File: config.mk
export PLATFORM = sky130hd
export DESIGN_NAME = ialu_cell
export DESIGN_NICKNAME = d
export VERILOG_FILES = /design/src/hw/rtl/ialu_pkg.sv /design/src/hw/rtl/ialu_cell.sv
export SDC_FILE = /design/constraint.sdc
export NUM_CORES = 1
export LEC_CHECK = 0
export BUFFER_PORTS_ARGS = -buffer_cell sky130_fd_sc_hd__buf_4
export CAP_MARGIN = 10
export CORE_MARGIN = 2
export CORE_UTILIZATION = 46
export DETAILED_ROUTE_END_ITERATION = 10
export GPL_TIMING_DRIVEN = 0
export PLACE_DENSITY = 0.77
export SLEW_MARGIN = 30
export SYNTH_ARGS = -nofsm -noshare
export SYNTH_HDL_FRONTEND = slang
export SYNTH_SLANG_ARGS = --single-unit
File: constraint.sdc
create_clock -name clk -period 5.91 [get_ports clk]
set_clock_uncertainty 0.15 [all_clocks]
set_input_delay 0.591 -clock clk [delete_from_list [all_inputs] [get_ports clk]]
set_output_delay 0.591 -clock clk [all_outputs]
set_load 0.01 [all_outputs]
File: src/hw/rtl/ialu_pkg.sv
// Package for the integer ALU: operation codes and the record that moves between pipeline cells.
// It has no dependencies. Every other file but ialu_checker uses it.
package ialu_pkg;

  typedef enum logic [3:0] {
    OP_ADD  = 4'd0,
    OP_SUB  = 4'd1,
    OP_MUL  = 4'd2,
    OP_DIV  = 4'd3,
    OP_REM  = 4'd4,
    OP_SHL  = 4'd5,
    OP_ASHR = 4'd6,
    OP_AND  = 4'd7,
    OP_OR   = 4'd8,
    OP_XOR  = 4'd9,
    OP_EQ   = 4'd10,
    OP_NE   = 4'd11,
    OP_SGT  = 4'd12,
    OP_SGE  = 4'd13,
    OP_SLT  = 4'd14,
    OP_SLE  = 4'd15
  } op_t;

  // Control flags that travel with each request through the divider cells.
  typedef struct packed {
    logic valid;   // the stage holds a request
    logic is_div;  // the request is a divide or remainder
    logic neg_q;   // the quotient must be negated at the end
    logic neg_r;   // the remainder must be negated at the end
    logic zero_b;  // the divisor is zero
    logic want_q;  // return the quotient (else the remainder)
  } ctl_t;

endpackage

File: src/hw/rtl/ialu_cell.sv
// One cell of the ALU pipeline: one restoring-division step, with the other results carried along.
// It depends on ialu_pkg.
module ialu_cell #(
  parameter int DATA_WIDTH = 32
) (
  input  logic                  clk,
  input  logic                  rst,
  input  logic                  en,
  input  ialu_pkg::ctl_t        ctl_in,
  input  logic [DATA_WIDTH-1:0] rem_in,
  input  logic [DATA_WIDTH-1:0] quo_in,
  input  logic [DATA_WIDTH-1:0] dvs_in,
  input  logic [DATA_WIDTH-1:0] res_in,
  output ialu_pkg::ctl_t        ctl_out,
  output logic [DATA_WIDTH-1:0] rem_out,
  output logic [DATA_WIDTH-1:0] quo_out,
  output logic [DATA_WIDTH-1:0] dvs_out,
  output logic [DATA_WIDTH-1:0] res_out
);

  logic [DATA_WIDTH:0]   trial;
  logic [DATA_WIDTH:0]   diff;
  logic [DATA_WIDTH-1:0] rem_next;
  logic [DATA_WIDTH-1:0] quo_next;

  // The dividend is shifted out of quo one bit a step while quotient bits shift in.
  always_comb begin
    trial = {rem_in, quo_in[DATA_WIDTH-1]};
    diff  = trial - {1'b0, dvs_in};
    if (!diff[DATA_WIDTH]) begin
      rem_next = diff[DATA_WIDTH-1:0];
      quo_next = {quo_in[DATA_WIDTH-2:0], 1'b1};
    end else begin
      rem_next = trial[DATA_WIDTH-1:0];
      quo_next = {quo_in[DATA_WIDTH-2:0], 1'b0};
    end
  end

  always_ff @(posedge clk) begin
    if (rst) begin
      ctl_out <= '0;
    end else if (en) begin
      ctl_out <= ctl_in;
    end
  end

  always_ff @(posedge clk) begin
    if (en) begin
      rem_out <= rem_next;
      quo_out <= quo_next;
      dvs_out <= dvs_in;
      res_out <= res_in;
    end
  end

endmodule

# After elaboration in Yosys (flattened, before gate mapping)
# Cells that the tools add are included.
dict set report totals {
  ff_bits 134
  out_inout_bits 134
}
dict set report classes {
  n_addsub 1
  muxes 2
}
# op n
set op_table {}
lappend op_table {{33-bit by 32-bit subtractor with 33-bit output} 1}
lappend op_table {{32-bit two-way mux} 1}
lappend op_table {{1-bit two-way mux} 1}

# Longest topological paths before layout
# Gate-level depths: netlist of the first run.
dict set report depth {
  word_depth 2
  ltp_mapped 13
  mapped_depth_nobuf 12
}

# Worst setup path before layout of the first run
# OpenSTA, ideal clock, no wires.
dict set report synth_path {
  kind {input port to flip-flop}
  start {input port dvs_in[16]}
  end {register rem_out[10], data pin}
  arrival_time_ns 2.846
  path_slack_ns 2.653
  cell_stages 12
  cell_sequence {inv_1 -> ha_1 -> buf_6 -> a21oi_4 -> o211ai_1 -> a221o_1 -> a211o_1 -> o21a_1 -> o211ai_4 -> inv_2 -> buf_6 -> mux2_4}
}
dict set report synth_between {
  elab_chain_cells 2
}
# element line
set synth_lines {}
lappend synth_lines {{from (decl)} ialu_cell.sv:12} ;# input logic [DATA_WIDTH-1:0] dvs_in,
lappend synth_lines {{33-bit by 32-bit subtractor with 33-bit output} ialu_cell.sv:29} ;# diff = trial - {1'b0, dvs_in};
lappend synth_lines {{32-bit two-way mux} ialu_cell.sv:30} ;# if (!diff[DATA_WIDTH]) begin
lappend synth_lines {{net rem_next[10]} ialu_cell.sv:23} ;# logic [DATA_WIDTH-1:0] rem_next;
lappend synth_lines {{to (signal assigned)} ialu_cell.sv:49} ;# rem_out <= rem_next;
lappend synth_lines {{to (decl)} ialu_cell.sv:15} ;# output logic [DATA_WIDTH-1:0] rem_out,
# The timed path passes the listed nets, and every way through them passes these cells.
# A chain may end at the register's enable or synchronous reset.

# Worst setup path after layout of the first run
dict set report layout_path {
  start {input port rem_in[12]}
  end {register rem_out[23], data pin}
}
dict set report layout_between {
  elab_chain_cells 2
}
# element line
set layout_lines {}
lappend layout_lines {{from (decl)} ialu_cell.sv:10} ;# input logic [DATA_WIDTH-1:0] rem_in,
lappend layout_lines {{33-bit by 32-bit subtractor with 33-bit output} ialu_cell.sv:29}
lappend layout_lines {{32-bit two-way mux} ialu_cell.sv:30}
lappend layout_lines {{net rem_next[23]} ialu_cell.sv:23}
# The timed path passes the listed nets, and every way through them passes these cells.

==> results.sh, run 1 <==
export IMPL_groute_usage_overall_pct=23.3
export IMPL_cts_sinks=134
export IMPL_drc=0
export IMPL_layout_cells_non_filler=990
export IMPL_clkLatencyLatePin_ns=0.41
export IMPL_final_common_cell="buf_4"
export IMPL_fin_util_pct=67.9
export IMPL_ios=271
export IMPL_syn_nets=677
export IMPL_initial_core_util_pct=47.0
export IMPL_wl_met2_mm=9.18
export IMPL_ant_nets=0
export IMPL_synthCells=507
export IMPL_area_delta_synth_final_pct=44.3
export IMPL_rsz0062_at_grt="no"
export IMPL_dpl_cell_area_um2=8790
export IMPL_crit_arrival_ns=3.39
export IMPL_drt_total_wl_mm=18.0
export IMPL_async_reset_ff_share_pct=0
export IMPL_dieArea_um2=15100
export IMPL_cts_root_buffer="clkbuf_16"
export IMPL_setup_viol=0
export IMPL_seqCellArea_um2=3960
export IMPL_leakage_uw=0.00423
export IMPL_ys_warnings_count=0
export IMPL_port_buffer_count=270
export IMPL_endpoint_kind="register"
export IMPL_layout_drive_gt1_share_pct=40.6
export IMPL_top_layer="met4"
export IMPL_pwr_share_clk_pct=37.0
export IMPL_grt_overflow_total=0
export IMPL_power_frac_seq_pct=41.4
export IMPL_crit_path_start_kind="input port"
export IMPL_path_class="input port to register"
export IMPL_final_cell_mix="buf_4, edfxtp_1, nand2_1"
export IMPL_cts_tree="yes"
export IMPL_switching_power_uw=758
export IMPL_synthDistinctLibCells=51
export IMPL_multi_input_area_um2=2300
export IMPL_placedCellCount=958
export IMPL_finalCriticalPeriod_ns=3.40
export IMPL_wl_met1_mm=6.91
export IMPL_cts_htree_levels=4
export IMPL_grt_pass1_vias=4990
export IMPL_wire_per_inst_um=18.2
export IMPL_cts_buffers_inserted=17
export IMPL_first_pass_iters=6
export IMPL_dr_wl_met3_mm=1.53
export IMPL_synth_seq_cells=134
export IMPL_grt_max_degree=70
export IMPL_design_area_um2=9390
export IMPL_cts_max_path_buffers=2
export IMPL_n_antenna_cell=0
export IMPL_dpl_hpwl_mm=13.8
export IMPL_worst_pin_slew_ns=0.514
export IMPL_cts_resized=0
export IMPL_drt_iter0_drc=353
export IMPL_coreArea_um2=13800
export IMPL_cts_clk_slew_worst_paths_ns=0.06
export IMPL_worst_slack_ns=2.51
export IMPL_outcome="finished, final reports clean"
export IMPL_max_clock_freq_ghz=0.294
export IMPL_nets=967
export IMPL_postCtsSetupRepairBufs=0
export IMPL_syn_area_per_cell_um2=12.8
export IMPL_vdd_drop_max_mv=0.153
export IMPL_tns_ns=0
export IMPL_cp_required_ns=5.90
export IMPL_period_share_pct=57.5
export IMPL_vias=5099
export IMPL_routed_via_density=5.15
export IMPL_antenna_found_initial=0
export IMPL_dieWidth_um=123
export IMPL_cts_hold_buffers=0
export IMPL_synth_edf_count=128
export IMPL_power_frac_comb_pct=21.5
export IMPL_cp_max_fo=10
export IMPL_fillers=1021
export IMPL_p_per_area_nw_per_um2=304
export IMPL_relSlewSlack_pct=65.7
export IMPL_synth_seq_area_share_pct=60.9
export IMPL_place_congestion=0.891
export IMPL_hold_class="input port to register"
export IMPL_synth_flop_cell="edfxtp_1"
export IMPL_synth_area_um2=6500
export IMPL_grt_pass1_wl_mm=26.5
export IMPL_rows=43
export IMPL_reg2reg_setup_slack_ns=5.05
export IMPL_maxCapViolCount=0
export IMPL_fp_dieH_um=123
export IMPL_hold_viol_final=0
export IMPL_post_place_ws_ns=2.07
export IMPL_p_sw_share_pct=26.6
export IMPL_intPower_uw=2100
export IMPL_slew_viol_final=0
-- layer usage --
| layer | up-vias | GRT usage (%) |
|---|---|---|
| li1 | 2471 | - |
| met1 | 2386 | 27.9 |
| met2 | 215 | 39.8 |
| met3 | 27 | 6.37 |
| met4 | 0 | 9.48 |
| met5 | - | 0 |
-- sequential cells by signal, summed over array words and instances (netlist names) --
signal and count:
res_out 32, quo_out 32, rem_out 32, dvs_out 32, ctl_out 6
-- kinds of logic (layout without fill, tap and decap cells) --
logic type	after synthesis	in the layout	synth area share [%]
flops	134	134	60.9
mux	24	24	5.08
simple gates	114	114	8.31
xor+xnor	24	24	3.23
fa+ha+maj	33	33	6.46
buf+inv	58	361	3.71
compound gates	120	120	12.3
-- critical path: stages --
cell	delay, ns
buf_4	0.11
ha_1	0.38
a21oi_2	0.25
o211ai_1	0.14
a221o_1	0.34
a211o_1	0.29
o21a_1	0.22
o211ai_4	0.40
clkbuf_1	0.46
o21ai_0	0.18
-- Yosys cell counts, types with 11 or more instances --
library cell | instances | area [um^2]
mux2_4 | 18 | 270
inv_1 | 41 | 154
edfxtp_1 | 128 | 3840
nor2_1 | 22 | 82.6
a21o_1 | 15 | 113
nand2_1 | 44 | 165
nand3_1 | 11 | 55.1
ha_1 | 32 | 400
xnor2_1 | 14 | 123
clkbuf_1 | 12 | 45.0
a21oi_1 | 34 | 170
o21ai_0 | 24 | 120
-- cell type report --
type	instances	share of cell area, %
flip-flops and latches	134	42.2
inverters	42	1.68
repair buffers	271	22.0
clock inverters	15	1.83
multi-input cells	315	24.5
clock buffers	17	4.53
plain buffers	16	0.893
well taps	180	2.40
-- per-stage QoR --
| step | hold slack (ns) | power (uW) |
|---|---|---|
| floorplan | 0.378 | 1510 |
| global placement | 0.339 | 1800 |
| detailed placement | 0.346 | 1820 |
| CTS | 0.186 | 2880 |
| global route | 0.184 | 2970 |
| finish | 0.196 | 2850 |
-- final timing paths --
path | end | start | cells past startpoint
max | rem_out[23] | rem_in[12] | 10
min | res_out[17] | res_in[17] | 1
max reg2reg | ctl_out[0] | ctl_out[0] | 2
min reg2reg | ctl_out[3] | ctl_out[3] | 2
-- power by group through the flow --
stage               Sequential, uW  Combinational [uW]  Clock [uW]
global placement              1200                 602           0
finish                        1180                 615        1060
detailed placement            1200                 615           0
floorplan                     1250                 260           0
global route                  1190                 668        1110
CTS                           1180                 619        1070
Power figures use the tool's default switching activity.
==> run 2, diff against run 1 <==
--- a/config.mk
+++ b/config.mk
@@ -5,10 +5,11 @@
 export SDC_FILE = /design/constraint.sdc
 export NUM_CORES = 1
 export LEC_CHECK = 0
+export ABC_AREA = 1
 export BUFFER_PORTS_ARGS = -buffer_cell sky130_fd_sc_hd__buf_4
 export CAP_MARGIN = 10
 export CORE_MARGIN = 2
-export CORE_UTILIZATION = 46
+export CORE_UTILIZATION = 45
 export DETAILED_ROUTE_END_ITERATION = 10
 export GPL_TIMING_DRIVEN = 0
 export PLACE_DENSITY = 0.77
==> constraint.sdc (replaced) <==
create_clock -name clk -period 2.9 [get_ports clk]
set_clock_uncertainty 0.15 [all_clocks]
set_input_delay 0.29 -clock clk [delete_from_list [all_inputs] [get_ports clk]]
set_output_delay 0.29 -clock clk [all_outputs]
set_load 0.01 [all_outputs]
==> run 2 against run 1 <==
Sequential power grew 100%. Count of clock-buffer cells in the layout is the same. Flip-flop and latch count is the same. Via count grew 37%. Cell count grew 49%. Synthesized area grew 11%. Register-to-register slack lost 3.5 ns. Sequential share of layout area shrank 7.4 points. Clock power grew 98%. Synthesized cell count grew 64%. Critical path type unchanged. Largest cell class unchanged. Largest power group unchanged.
==> results.sh, run 2 <==
export IMPL_outcome="finished, final reports clean"
export IMPL_crit_path_start="dvs_in[0]"
export IMPL_area_delta_synth_final_pct=58.0
export IMPL_place_congestion=0.902
export IMPL_crit_arrival_ns=2.76
export IMPL_cts_root_buffer="clkbuf_16"
export IMPL_vdd_drop_max_mv=0.420
export IMPL_dieWidth_um=130
export IMPL_synth_seq_cells=134
export IMPL_cp_max_fo=10
export IMPL_power_frac_comb_pct=24.3
export IMPL_synth_area_leader_cell="edfxtp_1"
export IMPL_maxCapViolCount=0
export IMPL_p_per_area_nw_per_um2=524
export IMPL_synth_area_um2=7200
export IMPL_fp_dieH_um=130
export IMPL_hold_viol_final=0
export IMPL_synthDistinctLibCells=26
export IMPL_synthCells=833
export IMPL_drt_total_wl_mm=24.3
export IMPL_synth_commonest_cells="nand2_1, inv_1, edfxtp_1"
export IMPL_p_sw_share_pct=30.3
export IMPL_ios=271
export IMPL_grt_pass1_wl_mm=36.8
export IMPL_fillers=1186
export IMPL_ys_warnings_count=0
export IMPL_period_share_pct=94.6
export IMPL_wire_per_inst_um=16.5
export IMPL_groute_usage_overall_pct=28.8
export IMPL_pwr_share_clk_pct=35.3
export IMPL_r2r_cells=3
export IMPL_cts_sinks=134
export IMPL_cts_tree="yes"
export IMPL_critPathCapture="rem_out[17]"
export IMPL_routed_via_density=4.71
export IMPL_cts_htree_levels=4
export IMPL_synth_edf_count=128
export IMPL_tns_ns=0
export IMPL_slew_viol_final=0
export IMPL_synth_top_cells_by_area="edfxtp_1, nand2_1, inv_1, ha_1, nand3_1"
export IMPL_ant_nets=0
export IMPL_dieArea_um2=17000
export IMPL_grt_pass1_vias=6965
export IMPL_syn_area_per_cell_um2=8.64
export IMPL_grt_overflow_total=0
export IMPL_endpoint_kind="register"
export IMPL_drc=0
export IMPL_synth_top_area_share_pct=53.4
export IMPL_final_common_cell="nand2_1"
export IMPL_crit_path_start_kind="input port"
export IMPL_cts_clk_slew_worst_paths_ns=0.06
export IMPL_max_clock_freq_ghz=0.365
export IMPL_initial_core_util_pct=45.6
export IMPL_power_frac_seq_pct=40.4
export IMPL_finalCriticalPeriod_ns=2.74
export IMPL_dpl_hpwl_mm=16.0
export IMPL_rows=46
export IMPL_r2r_start="ctl_out[5]"
export IMPL_r2r_end="ctl_out[5]"
export IMPL_placedCellCount=1320
export IMPL_relSlewSlack_pct=69.8
export IMPL_layout_drive_gt1_share_pct=26.0
export IMPL_coreArea_um2=15800
export IMPL_switching_power_uw=1800
export IMPL_cts_max_path_buffers=2
export IMPL_antenna_found_initial=0
export IMPL_nets=1420
export IMPL_final_cell_mix="nand2_1, buf_4, inv_1"
export IMPL_reg2reg_setup_slack_ns=1.56
export IMPL_min_path_cells=3
export IMPL_path_class="input port to register"
export IMPL_vias=6972
export IMPL_setup_viol=0
export IMPL_port_buffer_count=270
export IMPL_leakage_uw=0.00577
export IMPL_grt_max_degree=85
export IMPL_worst_pin_slew_ns=0.450
export IMPL_drt_iter0_drc=503
export IMPL_synth_most_common_cell="nand2_1"
export IMPL_cts_buffers_inserted=17
export IMPL_cp_required_ns=2.92
export IMPL_clkLatencyLatePin_ns=0.43
export IMPL_async_reset_ff_share_pct=0
export IMPL_intPower_uw=4150
export IMPL_n_antenna_cell=0
export IMPL_layout_cells_non_filler=1479
export IMPL_p_total_uw=5950
export IMPL_synth_flop_cell="edfxtp_1"
export IMPL_first_pass_iters=5
export IMPL_hold_class="input port to register"
export IMPL_syn_nets=1003
export IMPL_rsz0062_at_grt="no"
export IMPL_synth_seq_area_share_pct=55.1
## run 2: worst min path at each step
stage                        to       start  slack (ns)
floorplan            ctl_out[0]         rst        0.21
global placement     ctl_out[1]  ctl_out[1]        0.30
detailed placement   ctl_out[1]  ctl_out[1]        0.30
CTS                 rem_out[11]  rem_in[10]       0.001
global route        rem_out[26]  rem_in[25]        0.01
finish              rem_out[20]  rem_in[19]       0.004
## run 2: final cells by class
| type | count | area (um^2) | share of cell area [%] |
|---|---|---|---|
| Buffer | 6 | 56.3 | 0.495 |
| Clock buffer | 17 | 425 | 3.74 |
| Multi-Input combinational cell | 535 | 2590 | 22.8 |
| Tap cell | 216 | 270 | 2.38 |
| Sequential cell | 134 | 3960 | 34.9 |
| Timing Repair Buffer | 398 | 3330 | 29.3 |
| Inverter | 158 | 593 | 5.22 |
| Clock inverter | 15 | 136 | 1.20 |
## run 2: per-layer routing
layer	track usage (%)	vias up	wire, um
li1	-	3453	-
met1	35.2	3181	9930
met2	50.3	289	12000
met3	6.92	49	1820
met4	9.51	0	596
met5	0	-	0
## run 2: worst max-delay path, stage by stage
cell and delay, ns:
dlygate4sd3_1 0.54, buf_4 0.14, ha_1 0.21, fa_2 0.37, inv_1 0.11, nand2_1 0.06, nand2_1 0.08, nand3_1 0.11
nand2_2 0.11, nand2_1 0.07, nand2_2 0.09, nand2_2 0.09, nand3_2 0.09, nand2_4 0.08, buf_4 0.18, nand2_1 0.07
nand2_1 0.06
## run 2: metrics by stage
| step | utilization, % | setup slack, ns | area [um^2] | hold slack (ns) |
|---|---|---|---|---|
| floorplan | - | 0.609 | 7200 | 0.209 |
| global placement | 60.2 | 0.181 | 9490 | 0.299 |
| detailed placement | 60.4 | 0.157 | 9530 | 0.304 |
| CTS | 71.9 | 0.0551 | 11300 | 0.00136 |
| global route | 72.1 | 0.0217 | 11400 | 0.0131 |
| finish | 72.1 | 0.158 | 11400 | 0.00405 |
## run 2: cells by family (layout without fill, tap and decap cells)
| family | Yosys count | after routing | share of synthesized area, % |
|---|---|---|---|
| XOR/XNOR | 15 | 15 | 1.83 |
| adder cells (fa/ha/maj) | 33 | 33 | 5.84 |
| AO/OA/AOI/OAI | 39 | 39 | 3.06 |
| AND/OR/NAND/NOR | 448 | 448 | 25.2 |
| buffers and inverters | 164 | 594 | 9.02 |
| flip-flops | 134 | 134 | 55.1 |
## run 2: repair_timing
action                     CTS  global route
hold endpoints to repair   124             0
hold buffers               125             0
resized for setup            0             3
setup buffers                0             2
setup endpoints to repair    0            32
## run 2: power by group through the flow
| stage | Clock [uW] | Sequential, uW | Combinational [uW] |
|---|---|---|---|
| 5_1_grt | 2210 | 2420 | 1590 |
| 2_1_floorplan | 0 | 2530 | 539 |
| 4_1_cts | 2080 | 2390 | 1410 |
| 6_report | 2100 | 2410 | 1450 |
| 3_5_place_dp | 0 | 2430 | 1270 |
| 3_3_place_gp | 0 | 2430 | 1240 |
